--- src/rtl/xks_pkg.sv ---
// ----------------------------------------------------------------------------
// XOR key search package
// Types and constants shared by the single-byte XOR key search modules.
// ----------------------------------------------------------------------------
package xks_pkg;

  localparam int PATTERN_LEN = 11;
  localparam int CFG_DATA_W  = 64;
  localparam int CFG_INDEX_W = 1;

  typedef logic [7:0] byte_t;
  typedef logic [PATTERN_LEN-1:0][7:0] window_t;

  localparam logic [CFG_INDEX_W-1:0] REG_PATTERN_LOW  = 1'd0;
  localparam logic [CFG_INDEX_W-1:0] REG_PATTERN_HIGH = 1'd1;

  localparam logic [63:0] PATTERN_LOW_RESET  = 64'h6F72_7020_7369_6854;
  localparam logic [23:0] PATTERN_HIGH_RESET = 24'h61_7267;

  localparam byte_t NO_KEY = 8'hFF;

  typedef struct packed {
    byte_t cipher_byte;
    logic  last_byte;
  } in_t;

  typedef struct packed {
    logic  key_found;
    byte_t best_key;
  } out_t;

  // Control of the stage that holds the shifted history.
  typedef struct packed {
    logic valid;
    logic test;
    logic last;
  } stage_ctl_t;

endpackage

--- src/rtl/xks_history.sv ---
// ----------------------------------------------------------------------------
// XOR key search byte history
// Shift register of recent bytes with a saturating fill count; it forms the
// input stage and presents the window to be tested.
// ----------------------------------------------------------------------------
module xks_history #(
  parameter int HISTORY_DEPTH = 18
) (
  input  logic                clk,
  input  logic                rst,
  input  logic                in_valid,
  output logic                in_ready,
  input  xks_pkg::in_t        in_data,
  input  logic                advance,
  output xks_pkg::window_t    window,
  output xks_pkg::stage_ctl_t ctl
);
  import xks_pkg::*;

  localparam int FILL_W = $clog2(HISTORY_DEPTH);

  byte_t              history [HISTORY_DEPTH];
  logic [FILL_W-1:0]  fill;
  stage_ctl_t         stage;
  logic               accept;
  logic               full;

  assign in_ready = !stage.valid || advance;
  assign accept   = in_valid && in_ready;
  assign full     = (fill >= FILL_W'(HISTORY_DEPTH - 1));

  always_ff @(posedge clk) begin
    if (accept) begin
      history[0] <= in_data.cipher_byte;
      for (int j = 1; j < HISTORY_DEPTH; j++) begin
        history[j] <= history[j-1];
      end
    end
  end

  always_ff @(posedge clk) begin
    if (rst) begin
      fill  <= '0;
      stage <= '0;
    end else begin
      if (accept) begin
        stage.valid <= 1'b1;
        stage.test  <= full;
        stage.last  <= in_data.last_byte;
        if (in_data.last_byte) begin
          fill <= '0;
        end else if (!full) begin
          fill <= fill + 1'b1;
        end
      end else if (advance) begin
        stage.valid <= 1'b0;
      end
    end
  end

  always_comb begin
    for (int k = 0; k < PATTERN_LEN; k++) begin
      window[k] = history[HISTORY_DEPTH-1-k];
    end
  end

  assign ctl = stage;

endmodule

--- src/rtl/xks_match.sv ---
// ----------------------------------------------------------------------------
// XOR key search window compare
// XORs the window with the known plaintext and checks that all eleven
// results agree on one key other than the excluded value.
// ----------------------------------------------------------------------------
module xks_match (
  input  xks_pkg::window_t window,
  input  xks_pkg::window_t pattern,
  output logic             hit,
  output xks_pkg::byte_t   cand
);
  import xks_pkg::*;

  logic all_equal;

  assign cand = window[0] ^ pattern[0];

  always_comb begin
    all_equal = 1'b1;
    for (int k = 1; k < PATTERN_LEN; k++) begin
      if ((window[k] ^ pattern[k]) != cand) begin
        all_equal = 1'b0;
      end
    end
  end

  assign hit = all_equal && (cand != NO_KEY);

endmodule

--- src/rtl/xks_tracker.sv ---
// ----------------------------------------------------------------------------
// XOR key search result tracker
// Keeps the smallest key seen in the current stream and loads the result
// register when the final byte of a stream is processed.
// ----------------------------------------------------------------------------
module xks_tracker (
  input  logic                clk,
  input  logic                rst,
  input  xks_pkg::stage_ctl_t ctl,
  input  logic                hit,
  input  xks_pkg::byte_t      cand,
  output logic                advance,
  output logic                out_valid,
  input  logic                out_ready,
  output xks_pkg::out_t       out_data
);
  import xks_pkg::*;

  logic  match_seen;
  byte_t min_key;
  logic  seen_next;
  byte_t min_key_next;
  logic  take;

  assign take    = ctl.valid && (!ctl.last || !out_valid || out_ready);
  assign advance = take;

  always_comb begin
    seen_next    = match_seen;
    min_key_next = min_key;
    if (ctl.test && hit && (!match_seen || cand < min_key)) begin
      seen_next    = 1'b1;
      min_key_next = cand;
    end
  end

  always_ff @(posedge clk) begin
    if (rst) begin
      match_seen <= 1'b0;
      min_key    <= '0;
      out_valid  <= 1'b0;
    end else begin
      if (take && ctl.last) begin
        out_valid  <= 1'b1;
        match_seen <= 1'b0;
        min_key    <= '0;
      end else begin
        if (out_ready) begin
          out_valid <= 1'b0;
        end
        if (take) begin
          match_seen <= seen_next;
          min_key    <= min_key_next;
        end
      end
    end
  end

  always_ff @(posedge clk) begin
    if (take && ctl.last) begin
      out_data.key_found <= seen_next;
      out_data.best_key  <= seen_next ? min_key_next : '0;
    end
  end

  // A stream end always leaves a result and a cleared search.
  assert property (@(posedge clk) disable iff (rst)
    take && ctl.last |=> out_valid && !match_seen && (min_key == '0))
    else $error("stream end did not load the result or clear the search");

  // A waiting result is never overwritten by the next stream end.
  assert property (@(posedge clk) disable iff (rst)
    out_valid && !out_ready |-> !(take && ctl.last))
    else $error("result overwritten while waiting");

  assert property (@(posedge clk) disable iff (rst)
    out_valid && !out_data.key_found |-> out_data.best_key == '0)
    else $error("key reported without a match");

  assert property (@(posedge clk) disable iff (rst)
    match_seen |-> min_key != NO_KEY)
    else $error("excluded key recorded as a match");

endmodule

--- src/rtl/xor_key_known_plaintext_search_top.sv ---
// ----------------------------------------------------------------------------
// Single-byte XOR known-plaintext key search
// Finds the smallest single-byte XOR key that reveals an eleven-byte known
// plaintext in a ciphertext stream and reports it at the end of the stream.
// ----------------------------------------------------------------------------
// The block takes one ciphertext byte per cycle unless a stream's final byte
// waits for the previous result to be taken. Each byte is shifted into a
// history register on the cycle it is transferred; on the next cycle the
// oldest eleven bytes are compared with the pattern in eleven parallel byte
// compares. A stream's result is loaded into the output register as its final
// byte leaves the stage and is held until taken; the next stream can start
// immediately. The pattern registers should be written only between streams.
module xor_key_known_plaintext_search_top #(
  parameter int HISTORY_DEPTH = 18
) (
  input  logic                               clk,
  input  logic                               rst,
  input  logic                               in_valid,
  output logic                               in_ready,
  input  xks_pkg::in_t                       in_data,
  output logic                               out_valid,
  input  logic                               out_ready,
  output xks_pkg::out_t                      out_data,
  input  logic                               cfg_wr_en,
  input  logic [xks_pkg::CFG_INDEX_W-1:0]    cfg_index,
  input  logic [xks_pkg::CFG_DATA_W-1:0]     cfg_data
);
  import xks_pkg::*;

  logic [63:0] pattern_low;
  logic [23:0] pattern_high;
  window_t     pattern;
  window_t     window;
  stage_ctl_t  ctl;
  logic        advance;
  logic        hit;
  byte_t       cand;

  always_ff @(posedge clk) begin
    if (rst) begin
      pattern_low  <= PATTERN_LOW_RESET;
      pattern_high <= PATTERN_HIGH_RESET;
    end else if (cfg_wr_en) begin
      case (cfg_index)
        REG_PATTERN_LOW:  pattern_low  <= cfg_data;
        REG_PATTERN_HIGH: pattern_high <= cfg_data[23:0];
        default: ;
      endcase
    end
  end

  assign pattern = {pattern_high, pattern_low};

  xks_history #(
    .HISTORY_DEPTH(HISTORY_DEPTH)
  ) u_history (
    .clk      (clk),
    .rst      (rst),
    .in_valid (in_valid),
    .in_ready (in_ready),
    .in_data  (in_data),
    .advance  (advance),
    .window   (window),
    .ctl      (ctl)
  );

  xks_match u_match (
    .window  (window),
    .pattern (pattern),
    .hit     (hit),
    .cand    (cand)
  );

  xks_tracker u_tracker (
    .clk       (clk),
    .rst       (rst),
    .ctl       (ctl),
    .hit       (hit),
    .cand      (cand),
    .advance   (advance),
    .out_valid (out_valid),
    .out_ready (out_ready),
    .out_data  (out_data)
  );

endmodule
--- config.mk ---
export PLATFORM = sky130hd
export DESIGN_NAME = xor_key_known_plaintext_search_top
export DESIGN_NICKNAME = d
export VERILOG_FILES = /design/src/rtl/xks_pkg.sv /design/src/rtl/xks_history.sv /design/src/rtl/xks_match.sv /design/src/rtl/xks_tracker.sv /design/src/rtl/xor_key_known_plaintext_search_top.sv
export SDC_FILE = /design/constraint.sdc
export NUM_CORES = 1
export LEC_CHECK = 0
export BUFFER_PORTS_ARGS = -buffer_cell sky130_fd_sc_hd__buf_2
export CORE_MARGIN = 2
export CORE_UTILIZATION = 32
export DETAILED_ROUTE_END_ITERATION = 8
export PLACE_DENSITY = 0.62
export RECOVER_POWER = 100
export SLEW_MARGIN = 15
export SYNTH_ARGS = -nofsm -noshare
export SYNTH_HDL_FRONTEND = slang
export SYNTH_SLANG_ARGS = --single-unit
--- constraint.sdc ---
create_clock -name clk -period 4.9 [get_ports clk]
set_input_delay 0.49 -clock clk [delete_from_list [all_inputs] [get_ports clk]]
set_output_delay 0.49 -clock clk [all_outputs]
set_load 0.01 [all_outputs]
* Word level (Yosys, flattened, before mapping) *
Memory sizes are Yosys's and may differ from the RTL's.
Index checks and enable logic that the tools add are counted.

word-level totals
  flip-flop bits (word level) = 115
  memories = 1
  output and inout port bits = 11
  word-level logic and storage cells = 79
  bits of input ports = 79
  RAM bits = 144

memory list
  memory             words  bits a word  read ports  clocked after Yosys merged registers in  write ports  line               source
  u_history.history  18     8            18          0                                        18           xks_history.sv:22  byte_t history [HISTORY_DEPTH];

operators by class
  $lt $le $gt $ge = 2
  bitwise gates (word level) = 12
  equal/unequal tests = 12
  add/sub/neg operators = 1
  reductions and logical operators = 20
  muxes and demuxes = 20

operators with widths
  kind                                          count
  XOR 8 bit                                     11
  != test 8 bit                                 10
  two-way mux 1 bit                             17
  two-way mux 5 bit                             2
  < comparator 8 bit                            1
  two-way mux 8 bit                             1
  != test 8 bit (second input constant)         1
  logical AND 1 bit                             6
  AND reduction 2 bit                           3
  adder 5 x 1 -> 5 bit (second input constant)  1
  >= comparator 5 bit (second input constant)   1
  zero test 1 bit                               4
  logical OR 1 bit                              4
  nonzero test 2 bit                            2
  != test 2 bit (second input constant)         1
  OR reduction 2 bit                            1
  inverter 1 bit                                1

* Logic depth before layout (Yosys ltp) *
  depth after elaboration = 16
  depth in mapped cells = 11

* By module *
Synthesis repeated with hierarchy kept, for this count alone.

unflattened totals
  cells, all modules = 852
  area, all modules = 10840.4 sq um

modules (own cells, without submodules)
  module                              instances  area each (sq um)  cells an instance
  xks_history                         1          4695.8             188
  xor_key_known_plaintext_search_top  1          3654.8             370
  xks_match                           1          1476.4             201
  xks_tracker                         1          1013.5             93

* Worst setup path before layout *
OpenSTA, ideal clock, no wires.

  path type = input port to flip-flop
  start point = input port out_ready
  end point = register u_history.fill[2]
  stages on the path = 8
  arrival = 4.654 ns
  required time = 4.835 ns
  setup slack = 0.181 ns
  library setup time = 0.065 ns
  path buffers = 0
  cell sequence = nand4b_1 -> nand2_1 -> inv_1 -> nand2_1 -> or3_1 -> a21oi_1 -> a21oi_1 -> nor2_1

between the ends
  word-level cells in the longest chain between the ends = 5

ends and longest elaborated chain
  element                        line                                      source
  from (decl)                    xor_key_known_plaintext_search_top.sv:22  input logic out_ready,
  logical OR 1 bit               xks_tracker.sv:25                         assign take = ctl.valid && (!ctl.last || !out_valid || out_ready);
  logical AND 1 bit              xks_tracker.sv:25
  logical OR 1 bit               xks_history.sv:28                         assign in_ready = !stage.valid || advance;
  logical AND 1 bit              xks_history.sv:29                         assign accept = in_valid && in_ready;
  named net u_history.accept     xks_history.sv:25                         logic accept;
  AND reduction 2 bit (no line)  --
  to (signal assigned)           xks_history.sv:53                         fill <= fill + 1'b1;
  to (decl)                      xks_history.sv:23                         logic [FILL_W-1:0] fill;

The timed path passes the listed nets, and every way through them passes these cells.
A chain may end at the register's enable or synchronous reset.

==> metrics.cfg <==
[die]
rows=66
die_w_um=185
core_mm2=0.0324
initial_core_util=0.324
die_area_mm2=0.0342
die_height_um=185
ioPinCount=90

[synthesis]
yosys-mux-area-fraction=0.00382
synth_top_area_frac=0.438
synth_simple_gate_area_share=0.148
synthDistinctLibCells=59
synth_ff_type=edfxtp_1
synth_edf_count=153
synth_compound_area_frac=0.0856
synth-adder-area-share=0.0107
syn_inst=882
synth_most_common_cell=nand2_1
synth_xor_area_frac=0.0878
synth.avg_cell_area_um2=11.9
synthTopCellsByArea=edfxtp_1 44%, dfxtp_1 20%, nand2_1 7.0%
syn_area_mm2=0.0105
synth_top_family_by_area=simple AND/OR/NAND/NOR gates
synth_area_leader_cell=edfxtp_1
synth-seq-cells=259
synth_fp_nets=970
async_reset_ff_frac=0
yosys_warnings=0
ys_top_cells_by_count=196 x nand2_1, 153 x edfxtp_1, 106 x dfxtp_1, 79 x a21oi_1, 61 x xnor2_1
yosysSeqAreaShare=0.641

[status]
status=complete, but fails checks
violations=max-capacitance violations, max-slew violations

[finish]
drive_gt1_frac=0.149
nets=1060
syn_to_final_growth_pct=17.7
final_cells=1437

[clocking]
cts_root_buf=clkbuf_16
cts_resized=0
cts_hold_buf=0
post_cts_buffers=0
cts_sinks=259
cts-buffers-inserted=28
cts_max_path_buffers=3
htree_levels=1
clk_latency_ns=0.55
cts_tree=yes
clkTransAtPathRegs_ns=0.06

[run]
drv_cap=5

[worst_setup_path]
r2r_cells=8
crit_fanout=20
startpoint_type=flop
cp-end-kind=flop
r2r_slack_ns=1.02
required_ns=5.29
path_class=flop to flop
cp_data_arrival_time_ns=4.27

[grt]
overflow=0
antenna_found_initial=7
grt_max_degree=86
grt_usage=0.143
grt_pass1_vias=6652
grt_pass1_wl_um=37500

[pwr]
p_leak_uw=0.00440
power.density_mw_per_mm2=418
vdd_drop_max_v=0.000247
p_total_uw=5160

[timing]
period_share=0.792
finalHoldViolations=0
clock_skew_ns=0.0113
fin_ws_ns=1.02
timing.hold.ws_ns=0.111
tightestPinTransition_ns=3.12
final_max_slew_viol_count=233
max_freq_mhz=258
setup_tns_ns=0
rsz0062_at_grt=no
layout_min_cycle_time_ns=3.88
relSlewSlack=-1.08
setup_viol_count_final=0

[placement]
dp_hpwl_um=16800
pre_cts_ws_ns=1.43
place_congestion=0.869
dp.cells=1383
port_buffers=89

[detailed_routing]
ant_nets=0
vias=6781
dr.first_iter.drc_count=477
wl_um=24300
wl_per_cell_um=16.9
avgViaCountPerCell=4.72
drt-pass1-iter-count=5
drc=0

[worst_hold_path]
hold_path_class=input pin to flop
hold_depth=1

critical path: stages, from the launching register on:
cell      delay, ns
edfxtp_1       0.39
xnor2_1        0.78
inv_1          0.30
a222oi_1       0.45
nand3_1        0.11
nor4_1         0.29
and4_1         0.68
and2_0         0.55
a211oi_1       0.16
path summary, 6_finish.rpt:
path                            start                       to
max          u_history.history[17][3]     u_tracker.min_key[0]
min                        in_data[7]  u_history.history[0][6]
max reg2reg  u_history.history[17][3]     u_tracker.min_key[0]
min reg2reg   u_history.history[4][0]  u_history.history[5][0]
routing by layer:
metal,track usage,share of wire,wire (um),vias up
met4,0.0419,0.025,600,12
met5,0,0.0033,80,-
met1,0.195,0.46,11100,3257
li1,-,-,-,3303
met3,0.0356,0.062,1500,47
met2,0.224,0.45,11000,162
cell families (layout without fill, tap and decap cells):
group,Yosys count,count (layout)
and+or+nand+nor,318,318
DFF,259,259
AOI/OAI and AO/OA,139,139
xor gates and xnor gates,97,97
buffers and inverters,56,168
adders and majority gates,9,9
muxes,4,4
other,0,1
power breakdown:
group          internal, uW  switching (uW)
logic                   156             240
clock network          1390             871
registers              2430            72.7
total                  3980            1180
metrics by stage:
stage | utilization | area, um^2
3_5_place_dp | 0.351 | 11400
2_1_floorplan | - | 10500
5_1_grt | 0.381 | 12300
4_1_cts | 0.383 | 12400
6_report | 0.381 | 12300
3_3_place_gp | 0.351 | 11400
final cells by class:
| class | instances | area [um^2] |
|---|---|---|
| clock buffer | 36 | 815 |
| inverter | 21 | 83.8 |
| fill | 3222 | 20000 |
| tap | 442 | 553 |
| timing repair buffer | 95 | 467 |
| multi-input combinational | 567 | 3490 |
| clock inverter | 16 | 211 |
| sequential | 259 | 6720 |
| antenna | 1 | 2.50 |
registers in the layout, indices dropped and copies added, names as in the netlist:
register and cells:
u_history.ctl 3, u_history.fill 5, pattern_low 64, pattern_high 24
u_tracker.out_data 9, u_tracker.match_seen 1, u_tracker.out_valid 1, u_history.history 144
u_tracker.min_key 8
layout by cell type, fill, tap and decap left out, types with 8 or more instances in the layout:
cell type,n
nand4_1,11
clkbuf_1,20
a211oi_1,14
nor3_1,8
nand3b_1,41
ha_1,9
clkbuf_16,31
nor2_1,16
nand3_1,9
dfxtp_1,106
edfxtp_1,153
buf_2,76
xor2_1,28
a21oi_1,80
xnor2_1,62
inv_1,14
nand2_1,196
o21ai_0,11
Power figures use the tool's default switching activity.
